[config.mk]
export PLATFORM = sky130hd
export DESIGN_NAME = aspect_ratio_reducer
export DESIGN_NICKNAME = d
export VERILOG_FILES = /design/src/rtl/arr_pkg.sv /design/src/rtl/arr_gcd.sv /design/src/rtl/arr_div.sv /design/src/rtl/aspect_ratio_reducer.sv
export SDC_FILE = /design/constraint.sdc
export NUM_CORES = 1
export LEC_CHECK = 0
export BUFFER_PORTS_ARGS = -buffer_cell sky130_fd_sc_hd__buf_4
export CAP_MARGIN = 20
export CORE_ASPECT_RATIO = 0.5
export CORE_MARGIN = 4
export CORE_UTILIZATION = 51
export DETAILED_ROUTE_END_ITERATION = 12
export PLACE_DENSITY = 0.7
export SLEW_MARGIN = 20
export SYNTH_ARGS = -nofsm -noshare
export SYNTH_HDL_FRONTEND = slang
export SYNTH_SLANG_ARGS = --single-unit
[constraint.sdc]
create_clock -name clk -period 8.43 [get_ports clk]
set_input_delay 0.843 -clock clk [delete_from_list [all_inputs] [get_ports clk]]
set_output_delay 0.843 -clock clk [all_outputs]
set_load 0.05 [all_outputs]
[src/rtl/arr_pkg.sv]
`timescale 1ns / 1ps

package arr_pkg;

    // Default sizes of the dimension and fraction fields.
    localparam int unsigned DIM_BITS_DEF  = 14;
    localparam int unsigned FRAC_BITS_DEF = 16;

    // Fixed widths of the side outputs.
    localparam int unsigned BLANK_BITS = 4;
    localparam int unsigned PIXW_BITS  = 8;
    localparam int unsigned PIXH_BITS  = 7;

    // Standard-definition frame and the values it maps to.
    localparam int unsigned SD_WIDTH    = 720;
    localparam int unsigned SD_HEIGHT   = 576;
    localparam int unsigned SD_ASPECT_W = 4;
    localparam int unsigned SD_ASPECT_H = 3;
    localparam int unsigned SD_BLANK    = 9;
    localparam int unsigned SD_PIXEL_W  = 128;
    localparam int unsigned SD_PIXEL_H  = 117;

endpackage

[src/rtl/arr_gcd.sv]
`timescale 1ns / 1ps

// Binary GCD of two nonzero values, one shift or one compare-and-subtract per cycle.
module arr_gcd #(
    parameter int unsigned DIM_BITS = arr_pkg::DIM_BITS_DEF
) (
    input  logic                clk,
    input  logic                rst_n,
    input  logic                start,
    input  logic [DIM_BITS-1:0] op_a,
    input  logic [DIM_BITS-1:0] op_b,
    output logic                done,
    output logic [DIM_BITS-1:0] gcd
);

    localparam int unsigned TW_BITS = (DIM_BITS > 1) ? $clog2(DIM_BITS) : 1;

    typedef enum logic [1:0] {
        G_IDLE,
        G_TWOS,
        G_AODD,
        G_LOOP
    } gcd_state_t;

    gcd_state_t          state_reg;
    logic [DIM_BITS-1:0] a_reg;
    logic [DIM_BITS-1:0] b_reg;
    logic [TW_BITS-1:0]  twos_reg;
    logic                done_reg;

    always_ff @(posedge clk or negedge rst_n)
    begin
        if (!rst_n)
        begin
            state_reg <= G_IDLE;
            done_reg  <= 1'b0;
        end
        else
        begin
            done_reg <= 1'b0;
            case (state_reg)
                G_IDLE:
                begin
                    if (start)
                    begin
                        a_reg     <= op_a;
                        b_reg     <= op_b;
                        twos_reg  <= '0;
                        state_reg <= G_TWOS;
                    end
                end
                G_TWOS:
                begin
                    // Strip the common factors of two and count them.
                    if (!a_reg[0] && !b_reg[0])
                    begin
                        a_reg    <= a_reg >> 1;
                        b_reg    <= b_reg >> 1;
                        twos_reg <= twos_reg + 1'b1;
                    end
                    else
                    begin
                        state_reg <= G_AODD;
                    end
                end
                G_AODD:
                begin
                    if (!a_reg[0])
                    begin
                        a_reg <= a_reg >> 1;
                    end
                    else
                    begin
                        state_reg <= G_LOOP;
                    end
                end
                G_LOOP:
                begin
                    // a stays odd; b is reduced until it reaches zero.
                    if (b_reg == '0)
                    begin
                        done_reg  <= 1'b1;
                        state_reg <= G_IDLE;
                    end
                    else if (!b_reg[0])
                    begin
                        b_reg <= b_reg >> 1;
                    end
                    else if (a_reg > b_reg)
                    begin
                        a_reg <= b_reg;
                        b_reg <= a_reg - b_reg;
                    end
                    else
                    begin
                        b_reg <= b_reg - a_reg;
                    end
                end
                default:
                begin
                    state_reg <= G_IDLE;
                end
            endcase
        end
    end

    assign done = done_reg;
    assign gcd  = a_reg << twos_reg;

endmodule

[src/rtl/arr_div.sv]
`timescale 1ns / 1ps

// Restoring divider, one quotient bit per cycle. The dividend is taken MSB first,
// so a run of fewer steps than the dividend width divides its upper bits only.
module arr_div #(
    parameter int unsigned DIM_BITS  = arr_pkg::DIM_BITS_DEF,
    parameter int unsigned FRAC_BITS = arr_pkg::FRAC_BITS_DEF
) (
    input  logic                                clk,
    input  logic                                rst_n,
    input  logic                                start,
    input  logic [DIM_BITS+FRAC_BITS-1:0]       dividend,
    input  logic [DIM_BITS-1:0]                 divisor,
    input  logic [$clog2(DIM_BITS+FRAC_BITS+1)-1:0] steps,
    output logic                                done,
    output logic [DIM_BITS+FRAC_BITS-1:0]       quotient
);

    localparam int unsigned QW      = DIM_BITS + FRAC_BITS;
    localparam int unsigned CNT_BITS = $clog2(QW + 1);

    logic [QW-1:0]       dvd_reg;
    logic [DIM_BITS-1:0] dsr_reg;
    logic [DIM_BITS-1:0] rem_reg;
    logic [CNT_BITS-1:0] cnt_reg;
    logic                busy_reg;
    logic                done_reg;

    logic [DIM_BITS:0]   shifted;
    logic [DIM_BITS:0]   diff;
    logic                fits;

    always_comb
    begin
        shifted = {rem_reg, dvd_reg[QW-1]};
        diff    = shifted - {1'b0, dsr_reg};
        fits    = (shifted >= {1'b0, dsr_reg});
    end

    always_ff @(posedge clk or negedge rst_n)
    begin
        if (!rst_n)
        begin
            busy_reg <= 1'b0;
            done_reg <= 1'b0;
        end
        else
        begin
            done_reg <= 1'b0;
            if (start)
            begin
                dvd_reg  <= dividend;
                dsr_reg  <= divisor;
                rem_reg  <= '0;
                cnt_reg  <= steps;
                busy_reg <= 1'b1;
            end
            else if (busy_reg)
            begin
                // The remainder stays below the divisor, so DIM_BITS hold it.
                rem_reg <= fits ? diff[DIM_BITS-1:0] : shifted[DIM_BITS-1:0];
                dvd_reg <= {dvd_reg[QW-2:0], fits};
                cnt_reg <= cnt_reg - 1'b1;
                if (cnt_reg == CNT_BITS'(1))
                begin
                    busy_reg <= 1'b0;
                    done_reg <= 1'b1;
                end
            end
        end
    end

    assign done     = done_reg;
    assign quotient = dvd_reg;

endmodule

[src/rtl/aspect_ratio_reducer.sv]
`timescale 1ns / 1ps
// A zero dimension or the 720x576 frame goes from idle straight to the output state; any
// other frame first runs the binary GCD and then three divisions on the shared divider.
// The output state loads the response once the output register is empty or being emptied.
// One request is in work at a time; the next one is taken in the cycle its predecessor's
// response can first be taken. Reset clears all control state and the output valid.
module aspect_ratio_reducer #(
    parameter int unsigned DIM_BITS  = arr_pkg::DIM_BITS_DEF,
    parameter int unsigned FRAC_BITS = arr_pkg::FRAC_BITS_DEF
) (
    input  logic                              clk,
    input  logic                              rst_n,
    input  logic                              req_valid,
    output logic                              req_ready,
    input  logic [DIM_BITS-1:0]               frame_width,
    input  logic [DIM_BITS-1:0]               frame_height,
    output logic                              rsp_valid,
    input  logic                              rsp_ready,
    output logic [DIM_BITS-1:0]               aspect_w,
    output logic [DIM_BITS-1:0]               aspect_h,
    output logic [DIM_BITS+FRAC_BITS-1:0]     ratio_fixed,
    output logic [arr_pkg::BLANK_BITS-1:0]    blank_count,
    output logic [arr_pkg::PIXW_BITS-1:0]     pixel_w,
    output logic [arr_pkg::PIXH_BITS-1:0]     pixel_h,
    output logic                              zero_error
);

    localparam int unsigned QW       = DIM_BITS + FRAC_BITS;
    localparam int unsigned CNT_BITS = $clog2(QW + 1);

    // Fixed-point ratio of the standard frame, worked out from constants.
    localparam int unsigned SD_RATIO = (arr_pkg::SD_ASPECT_W << FRAC_BITS) /
                                       arr_pkg::SD_ASPECT_H;

    // Sequencer: except for zero and standard frames, the GCD runs first, then the shared
    // divider is used for width/gcd, height/gcd and the reduced pair's fixed-point ratio.
    typedef enum logic [2:0] {
        S_IDLE,
        S_GCD,
        S_DIVW,
        S_DIVH,
        S_RATIO,
        S_OUT
    } seq_state_t;

    seq_state_t                   state_reg;

    // Working copy of the request and the partial results.
    logic [DIM_BITS-1:0]          w_reg;
    logic [DIM_BITS-1:0]          h_reg;
    logic [DIM_BITS-1:0]          aw_reg;
    logic [DIM_BITS-1:0]          ah_reg;
    logic [QW-1:0]                ratio_reg;
    logic [arr_pkg::BLANK_BITS-1:0] blank_reg;
    logic [arr_pkg::PIXW_BITS-1:0]  pw_reg;
    logic [arr_pkg::PIXH_BITS-1:0]  ph_reg;
    logic                         zero_reg;

    // Operands handed to the GCD unit and the divider.
    logic                         gcd_start_reg;
    logic                         div_start_reg;
    logic [QW-1:0]                div_dividend_reg;
    logic [DIM_BITS-1:0]          div_divisor_reg;
    logic [CNT_BITS-1:0]          div_steps_reg;

    // Output register; it holds a finished response while the next request is taken.
    logic                         rsp_valid_reg;
    logic [DIM_BITS-1:0]          rsp_aw_reg;
    logic [DIM_BITS-1:0]          rsp_ah_reg;
    logic [QW-1:0]                rsp_ratio_reg;
    logic [arr_pkg::BLANK_BITS-1:0] rsp_blank_reg;
    logic [arr_pkg::PIXW_BITS-1:0]  rsp_pw_reg;
    logic [arr_pkg::PIXH_BITS-1:0]  rsp_ph_reg;
    logic                         rsp_zero_reg;

    logic                         gcd_done;
    logic [DIM_BITS-1:0]          gcd_value;
    logic                         div_done;
    logic [QW-1:0]                div_quotient;
    logic                         req_take;
    logic                         is_zero;
    logic                         is_sd;

    arr_gcd #(
        .DIM_BITS (DIM_BITS)
    ) u_gcd (
        .clk   (clk),
        .rst_n (rst_n),
        .start (gcd_start_reg),
        .op_a  (w_reg),
        .op_b  (h_reg),
        .done  (gcd_done),
        .gcd   (gcd_value)
    );

    arr_div #(
        .DIM_BITS  (DIM_BITS),
        .FRAC_BITS (FRAC_BITS)
    ) u_div (
        .clk      (clk),
        .rst_n    (rst_n),
        .start    (div_start_reg),
        .dividend (div_dividend_reg),
        .divisor  (div_divisor_reg),
        .steps    (div_steps_reg),
        .done     (div_done),
        .quotient (div_quotient)
    );

    assign req_ready = (state_reg == S_IDLE);
    assign req_take  = req_valid && req_ready;
    assign is_zero   = (frame_width == '0) || (frame_height == '0);
    // With a narrow DIM_BITS the standard frame cannot be represented and never matches.
    assign is_sd     = (32'(frame_width) == arr_pkg::SD_WIDTH) &&
                       (32'(frame_height) == arr_pkg::SD_HEIGHT);

    always_ff @(posedge clk or negedge rst_n)
    begin
        if (!rst_n)
        begin
            state_reg     <= S_IDLE;
            gcd_start_reg <= 1'b0;
            div_start_reg <= 1'b0;
            rsp_valid_reg <= 1'b0;
        end
        else
        begin
            gcd_start_reg <= 1'b0;
            div_start_reg <= 1'b0;

            if (rsp_valid_reg && rsp_ready)
            begin
                rsp_valid_reg <= 1'b0;
            end

            case (state_reg)
                S_IDLE:
                begin
                    if (req_take)
                    begin
                        w_reg     <= frame_width;
                        h_reg     <= frame_height;
                        blank_reg <= '0;
                        pw_reg    <= arr_pkg::PIXW_BITS'(1);
                        ph_reg    <= arr_pkg::PIXH_BITS'(1);
                        zero_reg  <= 1'b0;
                        if (is_zero)
                        begin
                            // Every field but the error flag reads zero.
                            aw_reg    <= '0;
                            ah_reg    <= '0;
                            ratio_reg <= '0;
                            pw_reg    <= '0;
                            ph_reg    <= '0;
                            zero_reg  <= 1'b1;
                            state_reg <= S_OUT;
                        end
                        else if (is_sd)
                        begin
                            // The standard frame skips the GCD and the divider and
                            // uses fixed values.
                            aw_reg    <= DIM_BITS'(arr_pkg::SD_ASPECT_W);
                            ah_reg    <= DIM_BITS'(arr_pkg::SD_ASPECT_H);
                            ratio_reg <= QW'(SD_RATIO);
                            blank_reg <= arr_pkg::BLANK_BITS'(arr_pkg::SD_BLANK);
                            pw_reg    <= arr_pkg::PIXW_BITS'(arr_pkg::SD_PIXEL_W);
                            ph_reg    <= arr_pkg::PIXH_BITS'(arr_pkg::SD_PIXEL_H);
                            state_reg <= S_OUT;
                        end
                        else
                        begin
                            gcd_start_reg <= 1'b1;
                            state_reg     <= S_GCD;
                        end
                    end
                end
                S_GCD:
                begin
                    if (gcd_done)
                    begin
                        // Width over the GCD: the width sits in the top bits, so
                        // DIM_BITS steps leave the integer quotient in the low bits.
                        div_dividend_reg <= {w_reg, {FRAC_BITS{1'b0}}};
                        div_divisor_reg  <= gcd_value;
                        div_steps_reg    <= CNT_BITS'(DIM_BITS);
                        div_start_reg    <= 1'b1;
                        state_reg        <= S_DIVW;
                    end
                end
                S_DIVW:
                begin
                    if (div_done)
                    begin
                        aw_reg           <= div_quotient[DIM_BITS-1:0];
                        div_dividend_reg <= {h_reg, {FRAC_BITS{1'b0}}};
                        div_start_reg    <= 1'b1;
                        state_reg        <= S_DIVH;
                    end
                end
                S_DIVH:
                begin
                    if (div_done)
                    begin
                        ah_reg           <= div_quotient[DIM_BITS-1:0];
                        div_dividend_reg <= {aw_reg, {FRAC_BITS{1'b0}}};
                        div_divisor_reg  <= div_quotient[DIM_BITS-1:0];
                        div_steps_reg    <= CNT_BITS'(QW);
                        div_start_reg    <= 1'b1;
                        state_reg        <= S_RATIO;
                    end
                end
                S_RATIO:
                begin
                    if (div_done)
                    begin
                        ratio_reg <= div_quotient;
                        state_reg <= S_OUT;
                    end
                end
                S_OUT:
                begin
                    // Load the output register once it is empty or being emptied.
                    if (!rsp_valid_reg || rsp_ready)
                    begin
                        rsp_valid_reg <= 1'b1;
                        rsp_aw_reg    <= aw_reg;
                        rsp_ah_reg    <= ah_reg;
                        rsp_ratio_reg <= ratio_reg;
                        rsp_blank_reg <= blank_reg;
                        rsp_pw_reg    <= pw_reg;
                        rsp_ph_reg    <= ph_reg;
                        rsp_zero_reg  <= zero_reg;
                        state_reg     <= S_IDLE;
                    end
                end
                default:
                begin
                    state_reg <= S_IDLE;
                end
            endcase
        end
    end

    assign rsp_valid   = rsp_valid_reg;
    assign aspect_w    = rsp_aw_reg;
    assign aspect_h    = rsp_ah_reg;
    assign ratio_fixed = rsp_ratio_reg;
    assign blank_count = rsp_blank_reg;
    assign pixel_w     = rsp_pw_reg;
    assign pixel_h     = rsp_ph_reg;
    assign zero_error  = rsp_zero_reg;

endmodule

==> reports/metrics.cfg, run 1 <==
[cts]
numCtsBuffers=27
cts_resized=0
cts_setup_buffers=0
cts_hold_buf=0
cts_tree=built
cts.reportedPaths.clkPinSlew_ns=0.07
cts_sinks=287
htreeDepth=1
clock_path_buffers=3
clk_latency_ns=0.55
cts_root_buf=clkbuf_16

[timing]
post-route-min-period_ns=3.992
min_period_over_period=0.4736
hold_viol=0
tns_ns=0
worstMarginPinSlew_ns=1.018
rsz0062_at_grt=no
slew_viol_final=0
slew_headroom=0.3211
fmax_ghz=0.2505
skew_ns=0.01965
whs_ns=0.2498
setup-violations-final=0

[power_and_ir_drop]
p_comb_frac=0.338
switching_share=0.3604
p_per_area_nw_per_um2=299.4
peakVddDrop_v=0.0001483
power.share.clock=0.256
p_int_mw=3.031
power.switching_mw=1.708
p_seq_frac=0.406
leakage_nw=6.077

[die]
initial_utilization=0.5237
fp.dieH_um=125.2
rows=42
dieArea_um2=30340
coreArea_um2=26750
pin_count=112
die_w_um=242.4

[placement]
dpl.cell_count=1531
dp_hpwl_um=23920
io_buffers=101
gp_congestion=0.9120

[critical_path]
critical_path.top_delay_family=simple AND/OR/NAND/NOR gates
end_kind=register
cp_slowest_cell=nor2_2
crit_fanout=17
cp.required_ns=8.79
max_stage_delay_ns=0.64
arrival_ns=4.35
crit_chain=ha_1, fa_1, nand3b_1, a211oi_2, nor4b_4, nor2_2, mux2i_1, a31oi_1, o31a_1, o31ai_1
crit_type=register to register
critPathBufInv=0
startpoint_type=register

[cells_and_area]
multi_input_area_um2=4891
regArea_um2=8563
layout_commonest_cell=edfxtp_1
layout_common_cells=edfxtp_1 (276), buf_4 (112), nand2_1 (89)
area_growth_pct=13.03
drive_above_1_share=0.1629
final_cell_count_no_fill=1580
diodes=0
nFillCells=2100
fin_nets=1292

[routing]
antenna_left=0
dr_total_vias=9194
drt_iter0_drc=1124
drt-pass1-iter-count=6
wl_per_cell_um=20.85
drc_errors=0
vias_per_cell=5.819
routed_wl_um=32940

[synthesis]
synth_cells=1130
ys_seq_area_frac=0.6113
yosysTopAreaCellShare=0.5917
synth_top_area_cell=edfxtp_1
syn-cell-area_um2=14010
synth_area_leaders=edfxtp_1 (59%), ha_1 (4.4%), o21ai_0 (3.0%)
ys_ff_latch=287
ys_async_sr_fraction=0.03833
synthFlopType=edfxtp_1
synth_cell_types=72
yosysWarnings=0
synth.avg_cell_area_um2=12.40
synth_edf_count=276

[run_status]
status=completed

[global_routing]
grt-ovfl-total=0
grt_pass1_wl_um=51090
grt_max_degree=63
track_usage=0.2129
antenna_found_initial=0
grt_pass1_vias=8825

[worst_hold_path]
hold_path.class=input pin to async pin

[flow_run]
maxCapViolations=0

## per-layer routing
metal  global-route usage  part of all wire  vias to the layer above
li1                     -                 -                     4306
met5                    0                 0                        -
met1               0.3131              0.44                     4464
met3              0.04172             0.088                       47
met2               0.3311              0.45                      377
met4              0.04978             0.020                        0
## area by class of cell
class,instances,share of cell area
clock buffers,30,0.04339
clock inverters,19,0.01193
inverters,59,0.01399
multi-input cells,721,0.3089
flip-flops and latches,287,0.5409
well taps,352,0.02782
repair buffers,112,0.05311
## cell usage after synthesis (13+ instances only)
| cell type | number |
|---|---|
| a211oi_1 | 22 |
| a21o_1 | 20 |
| a21oi_1 | 52 |
| a22oi_1 | 19 |
| and2_1 | 26 |
| and3_1 | 31 |
| buf_4 | 18 |
| clkbuf_1 | 39 |
| edfxtp_1 | 276 |
| ha_1 | 49 |
| inv_1 | 58 |
| mux2_2 | 18 |
| mux2i_1 | 38 |
| nand2_1 | 89 |
| nand2b_1 | 18 |
| nand3_1 | 13 |
| nor2_1 | 55 |
| nor2b_1 | 24 |
| o21ai_0 | 83 |
| xnor2_1 | 16 |
## worst reg2reg max path: stages (launching register included)
cell      delay (ns)
edfxtp_1        0.62
ha_1            0.35
fa_1            0.44
nand3b_1        0.24
a211oi_2        0.34
nor4b_4         0.11
nor2_2          0.64
mux2i_1         0.41
a31oi_1         0.17
o31a_1          0.30
o31ai_1         0.18
## path summary, 6_finish.rpt
| kind | depth (start not counted) | endpoint | slack [ns] | start |
|---|---|---|---|---|
| worst max-delay path | 10 | u_gcd.b_reg[12]$_DFFE_PP_ | 4.44 | u_gcd.b_reg[0]$_DFFE_PP_ |
| worst min-delay path | 1 | u_div.done$_DFF_PN0_ | 0.25 | rst_n |
| worst max register to register | 10 | u_gcd.b_reg[12]$_DFFE_PP_ | 4.44 | u_gcd.b_reg[0]$_DFFE_PP_ |
| worst min register to register | 0 | ratio_fixed[28]$_DFFE_PP_ | 0.41 | ratio_reg[28]$_SDFFCE_PN0P_ |
| max in group asynchronous | 1 | div_start_reg$_DFF_PN0_ | 7.85 | rst_n |
| min in group clk | 0 | ratio_fixed[28]$_DFFE_PP_ | 0.41 | ratio_reg[28]$_SDFFCE_PN0P_ |
## cell families after synthesis
| kind of cell | Yosys count | share of synthesized area |
|---|---|---|
| simple gates | 315 | 0.1164 |
| flops | 287 | 0.6113 |
| compound gates | 262 | 0.1195 |
| buf+inv | 131 | 0.04457 |
| mux | 58 | 0.04484 |
| fa+ha+maj | 52 | 0.04806 |
| xor+xnor | 24 | 0.01501 |
| other cells | 1 | 0.0002677 |
## power by group through the flow
| stage | Clock (mW) | Combinational, mW | Sequential, mW |
|---|---|---|---|
| floorplan | 0 | 1.30 | 1.84 |
| global placement | 0 | 1.56 | 1.94 |
| CTS | 1.24 | 1.58 | 1.91 |
| finish | 1.21 | 1.60 | 1.92 |
| detailed placement | 0 | 1.56 | 1.94 |
| global route | 1.30 | 1.78 | 1.93 |
## metrics by stage
step / util / power (mW) / area, um^2 / worst slack [ns]
after detailed placement: 0.5586 / 3.508 / 14940 / 4.445
final: 0.5919 / 4.740 / 15830 / 4.438
after CTS: 0.5913 / 4.727 / 15820 / 4.468
after floorplan: - / 3.140 / 14040 / 4.454
after global routing: 0.5919 / 5.010 / 15830 / 4.127
after global placement: 0.5586 / 3.503 / 14940 / 4.546
Power figures use the tool's default switching activity.
==> run 2: changes to the inputs <==
clock period = 4.1 ns   (was 8.43 ns; I/O delays follow)
==> run 2 against run 1 <==
- final cell count increased by 0.82%
- sequential share of layout area decreased by 0.40 points
- register-to-register slack got worse by 3.9 ns
- worst hold slack got worse by 0.20 ns
- sequential power increased by 100%
- routed wire length increased by 1.9%
- core utilization increased by 0.44 points
- design area increased by 0.75%
- first-iteration DRC count decreased by 6.2%
- critical path depth increased by 1
- die area unchanged
- via count increased by 0.49%
==> reports/metrics.cfg, run 2 (synthesis gave the netlist of run 1 again) <==
[cts]
cts_resized=0
cts_hold_buf=1
cts.reportedPaths.clkPinSlew_ns=0.07
cts_sinks=287
clk_latency_ns=0.55
cts_setup_buffers=0
clock_path_buffers=3
htreeDepth=1
cts_tree=built
numCtsBuffers=26
cts_root_buf=clkbuf_16

[global_routing]
grt_max_degree=36
antenna_found_initial=1
grt-ovfl-total=0
track_usage=0.2183
grt_pass1_wl_um=52250
grt_pass1_vias=9017

[critical_path]
cp.required_ns=4.37
crit_fanout=8
max_stage_delay_ns=0.44
end_kind=register
critical_path.top_delay_family=simple AND/OR/NAND/NOR gates
arrival_ns=3.87
crit_type=register to register
ff2ff_path_depth=11
cp_slowest_cell=edfxtp_1
crit_chain=inv_1, ha_1, fa_1, nand3b_1, a211oi_2, nor4b_4, nor2_2, mux2i_1, a31oi_1, nor4_1, o31ai_1
startpoint_type=register
regToRegStartpoint=u_gcd.a_reg[0]$_DFFE_PP_
rrSetupSlack_ns=0.50
reg2reg_to=u_gcd.b_reg[12]$_DFFE_PP_
critPathBufInv=1

[placement]
placed_area_um2=15060
pre_cts_slack_ns=0.5996
gp_congestion=0.9419
io_buffers=101
dp_hpwl_um=24730

[worst_hold_path]
hold_path.class=input pin to register
min-delay-start=frame_height[11]
holdPathEnd=h_reg[11]$_DFFE_PP_
whs_path_depth=1

[timing]
skew_ns=0.02350
slew_viol_final=0
slew_headroom=0.2770
post-route-min-period_ns=3.601
rsz0062_at_grt=no
fmax_ghz=0.2777
setup-violations-final=0
whs_ns=0.05139
tns_ns=0
fin_ws_ns=0.4993
min_period_over_period=0.8782
worstMarginPinSlew_ns=1.080
hold_viol=0

[cells_and_area]
fin_nets=1306
drive_above_1_share=0.1692
diodes=0
layout_commonest_cell=edfxtp_1
area_growth_pct=13.88
fin_area_um2=15950
layout_common_cells=edfxtp_1 (276), buf_4 (125), nand2_1 (89)

[power_and_ir_drop]
peakVddDrop_v=0.0004461
p_int_mw=6.301
leakage_nw=6.150
p_comb_frac=0.354
p_per_area_nw_per_um2=620.1
power.share.clock=0.255
p_seq_frac=0.391
switching_share=0.3629
power.switching_mw=3.590

[die]
fp.dieH_um=125.2
coreArea_um2=26750
dieArea_um2=30340
pin_count=112
die_w_um=242.4
rows=42
initial_utilization=0.5237

[routing]
vias_per_cell=5.800
drt_iter0_drc=1054
antenna_left=0
drt-pass1-iter-count=5
drc_errors=0
wl_per_cell_um=21.08
routed_wl_um=33580
dr_total_vias=9239

[run_status]
status=completed

[flow_run]
maxCapViolations=0

-- run 2: changes by cell type in the layout (fill, tap and decap cells not counted), sizes merged --
cell and change:
buf +14, clkinv -2, bufinv +1, dlygate4sd3 +1
inv -1
-- run 2: worst max path at each step --
stage	start	end	slack [ns]	cells past startpoint
after floorplan	u_gcd.a_reg[0]$_DFFE_PP_	u_gcd.a_reg[10]$_DFFE_PP_	0.12	11
after global placement	u_gcd.a_reg[0]$_DFFE_PP_	u_gcd.b_reg[12]$_DFFE_PP_	0.65	11
after detailed placement	u_gcd.a_reg[0]$_DFFE_PP_	u_gcd.b_reg[12]$_DFFE_PP_	0.60	11
after CTS	u_gcd.a_reg[0]$_DFFE_PP_	u_gcd.b_reg[12]$_DFFE_PP_	0.54	11
after global routing	u_gcd.a_reg[0]$_DFFE_PP_	u_gcd.b_reg[12]$_DFFE_PP_	0.18	11
final	u_gcd.a_reg[0]$_DFFE_PP_	u_gcd.b_reg[12]$_DFFE_PP_	0.50	11
-- run 2: power by group through the flow --
stage          logic (mW)  registers [mW]  clock network (mW)
3_3_place_gp         3.46            3.90                   0
5_1_grt              3.86            3.90                2.68
6_report             3.50            3.87                2.52
2_1_floorplan        2.68            3.77                   0
3_5_place_dp         3.43            3.92                   0
4_1_cts              3.46            3.86                2.55
-- run 2: through the flow --
stage	util	total power [mW]	cells
after floorplan	-	6.457	1139
after global placement	0.5630	7.358	1545
after detailed placement	0.5630	7.351	1545
after CTS	0.5961	9.871	1593
after global routing	0.5964	10.43	1593
final	0.5964	9.891	1593
-- run 2: area by class of cell --
class / count / area, um^2
timing repair buffer: 127 / 968.4
multi-input combinational: 721 / 4881
tap: 352 / 440.4
sequential: 287 / 8563
clock inverter: 17 / 211.5
fill: 2149 / 10800
inverter: 59 / 221.5
clock buffer: 30 / 665.6
-- run 2: worst register-to-register path: stages (launching register included) --
cell and delay [ns]:
edfxtp_1 0.44, inv_1 0.13, ha_1 0.24, fa_1 0.44, nand3b_1 0.23, a211oi_2 0.34, nor4b_4 0.11, nor2_2 0.40
mux2i_1 0.39, a31oi_1 0.17, nor4_1 0.30, o31ai_1 0.12
-- run 2: layer usage --
metal / wire length [um] / track usage
met3: 2431 / 0.04386
met2: 14970 / 0.3371
met1: 15360 / 0.3199
met5: 0 / 0
met4: 828 / 0.05626
==> run 3: changes to the inputs <==
CELL_PAD_IN_SITES_DETAIL_PLACEMENT = 1   (was not set)
CELL_PAD_IN_SITES_GLOBAL_PLACEMENT = 1   (was not set)
CORE_UTILIZATION = 49   (was 51)
PLACE_DENSITY = not set   (was 0.7)
PLACE_DENSITY_LB_ADDON = 0.1   (was not set)
REMOVE_ABC_BUFFERS = 1   (was not set)
==> run 3 against run 2 <==
- fmax rose by 0.80%
- routed wire length increased by 15%
- sequential power about the same
- total power fell by 0.46%
- worst hold slack better by 0.0034 ns
- critical path type unchanged
- clock skew decreased by 0.0025 ns
- largest power group unchanged
- design area down 0.38%
==> reports/metrics.cfg, run 3 (synthesis gave the netlist of run 1 again) <==
[run_status]
status=completed

[global_routing]
antenna_found_initial=0
grt_max_degree=36
track_usage=0.2440
grt_pass1_wl_um=59260
grt-ovfl-total=0
grt_pass1_vias=9482

[timing]
slew_viol_final=0
whs_ns=0.05481
min_period_over_period=0.8712
skew_ns=0.02100
post-route-min-period_ns=3.572
tns_ns=0
slew_headroom=0.2789
fmax_ghz=0.2800
rsz0062_at_grt=no
hold_viol=0
worstMarginPinSlew_ns=1.082
fin_ws_ns=0.5281
setup-violations-final=0

[power_and_ir_drop]
p_comb_frac=0.357
leakage_nw=6.099
p_int_mw=6.202
finalPower_mw=9.846
p_seq_frac=0.395
p_per_area_nw_per_um2=619.6
switching_share=0.3700
power.share.clock=0.248
peakVddDrop_v=0.0003742
power.switching_mw=3.643

[cells_and_area]
final_cell_count_no_fill=1618
drive_above_1_share=0.1659
area_growth_pct=13.44
fin_area_um2=15890
layout_common_cells=edfxtp_1 (276), buf_4 (120), nand2_1 (89)
regArea_um2=8563
nFillCells=2856
diodes=0
fin_nets=1300
multi_input_area_um2=4875
fin_util=0.5691
layout_commonest_cell=edfxtp_1

[cts]
cts_resized=0
numCtsBuffers=26
cts_sinks=287
clk_latency_ns=0.55
clock_path_buffers=3
cts_hold_buf=1
cts_root_buf=clkbuf_16
htreeDepth=1
cts.reportedPaths.clkPinSlew_ns=0.07
cts_tree=built
cts_setup_buffers=0

[routing]
routed_wl_um=38510
drt-pass1-iter-count=5
drt_iter0_drc=798
antenna_left=0
drc_errors=0
wl_per_cell_um=23.80
vias_per_cell=5.818
dr_total_vias=9414

[die]
coreArea_um2=27920
initial_utilization=0.5016
fp.dieH_um=127.6
dieArea_um2=31520
die_w_um=247.1
rows=43
pin_count=112

[flow_run]
maxCapViolations=0

[critical_path]
crit_fanout=8
startpoint_type=register
crit_type=register to register
end_kind=register
arrival_ns=3.93
endpoint=u_gcd.b_reg[12]$_DFFE_PP_
regToRegStartpoint=u_gcd.a_reg[0]$_DFFE_PP_
rrSetupSlack_ns=0.53
worstSetupStartpoint=u_gcd.a_reg[0]$_DFFE_PP_
reg2reg_to=u_gcd.b_reg[12]$_DFFE_PP_
ff2ff_path_depth=11
cp.required_ns=4.46

[placement]
gp_congestion=0.8428
dpl.cell_count=1569
pre_cts_slack_ns=0.5178
io_buffers=101
dp_hpwl_um=27580
placed_area_um2=15040

[worst_hold_path]
min-delay-start=frame_width[5]
hold_path.class=input pin to register

## run 3: cell count changes in the layout (fill, tap and decap cells not counted), sizes merged
cell      change
bufinv        -2
buf           -6
inv           -2
clkbuf        +3
clkinv        +1
clkinvlp      +1
## run 3: power by group through the flow
stage	Combinational (mW)	Sequential [mW]	Clock, mW
finish	3.51	3.89	2.45
global route	3.90	3.92	2.61
CTS	3.49	3.88	2.48
detailed placement	3.45	3.93	0
global placement	3.41	3.91	0
floorplan	2.41	3.87	0
## run 3: worst min-delay path by stage
stage,endpoint,slack (ns),cells after the start
final,w_reg[5]$_DFFE_PP_,0.05,1
after global routing,w_reg[5]$_DFFE_PP_,0.04,1
after CTS,w_reg[5]$_DFFE_PP_,0.04,1
after detailed placement,u_gcd.state_reg[0]$_DFFE_PN0P_,0.40,1
after global placement,u_gcd.state_reg[0]$_DFFE_PN0P_,0.39,1
after floorplan,div_start_reg$_DFF_PN0_,0.11,0
## run 3: area by class of cell
type,count,share of cell area
sequential,287,0.5389
tap,382,0.03008
inverter,59,0.01394
timing repair buffer,121,0.05732
clock inverter,15,0.009134
clock buffer,33,0.04386
multi-input combinational,721,0.3068
## run 3: layer usage
metal	track usage	wire length, um	up-vias
met1	0.3573	17370	4780
met2	0.4026	18480	279
li1	-	-	4324
met3	0.03482	2181	31
met5	0	0	-
met4	0.03266	475	0
## run 3: worst max-delay path: stages (launching register included)
cell and delay (ns):
edfxtp_1 0.42, inv_1 0.13, ha_1 0.24, fa_1 0.43
nand3b_1 0.24, a211oi_2 0.33, nor4b_4 0.11, nor2_2 0.37
mux2i_1 0.43, a31oi_1 0.17, o31a_1 0.31, o31ai_1 0.20
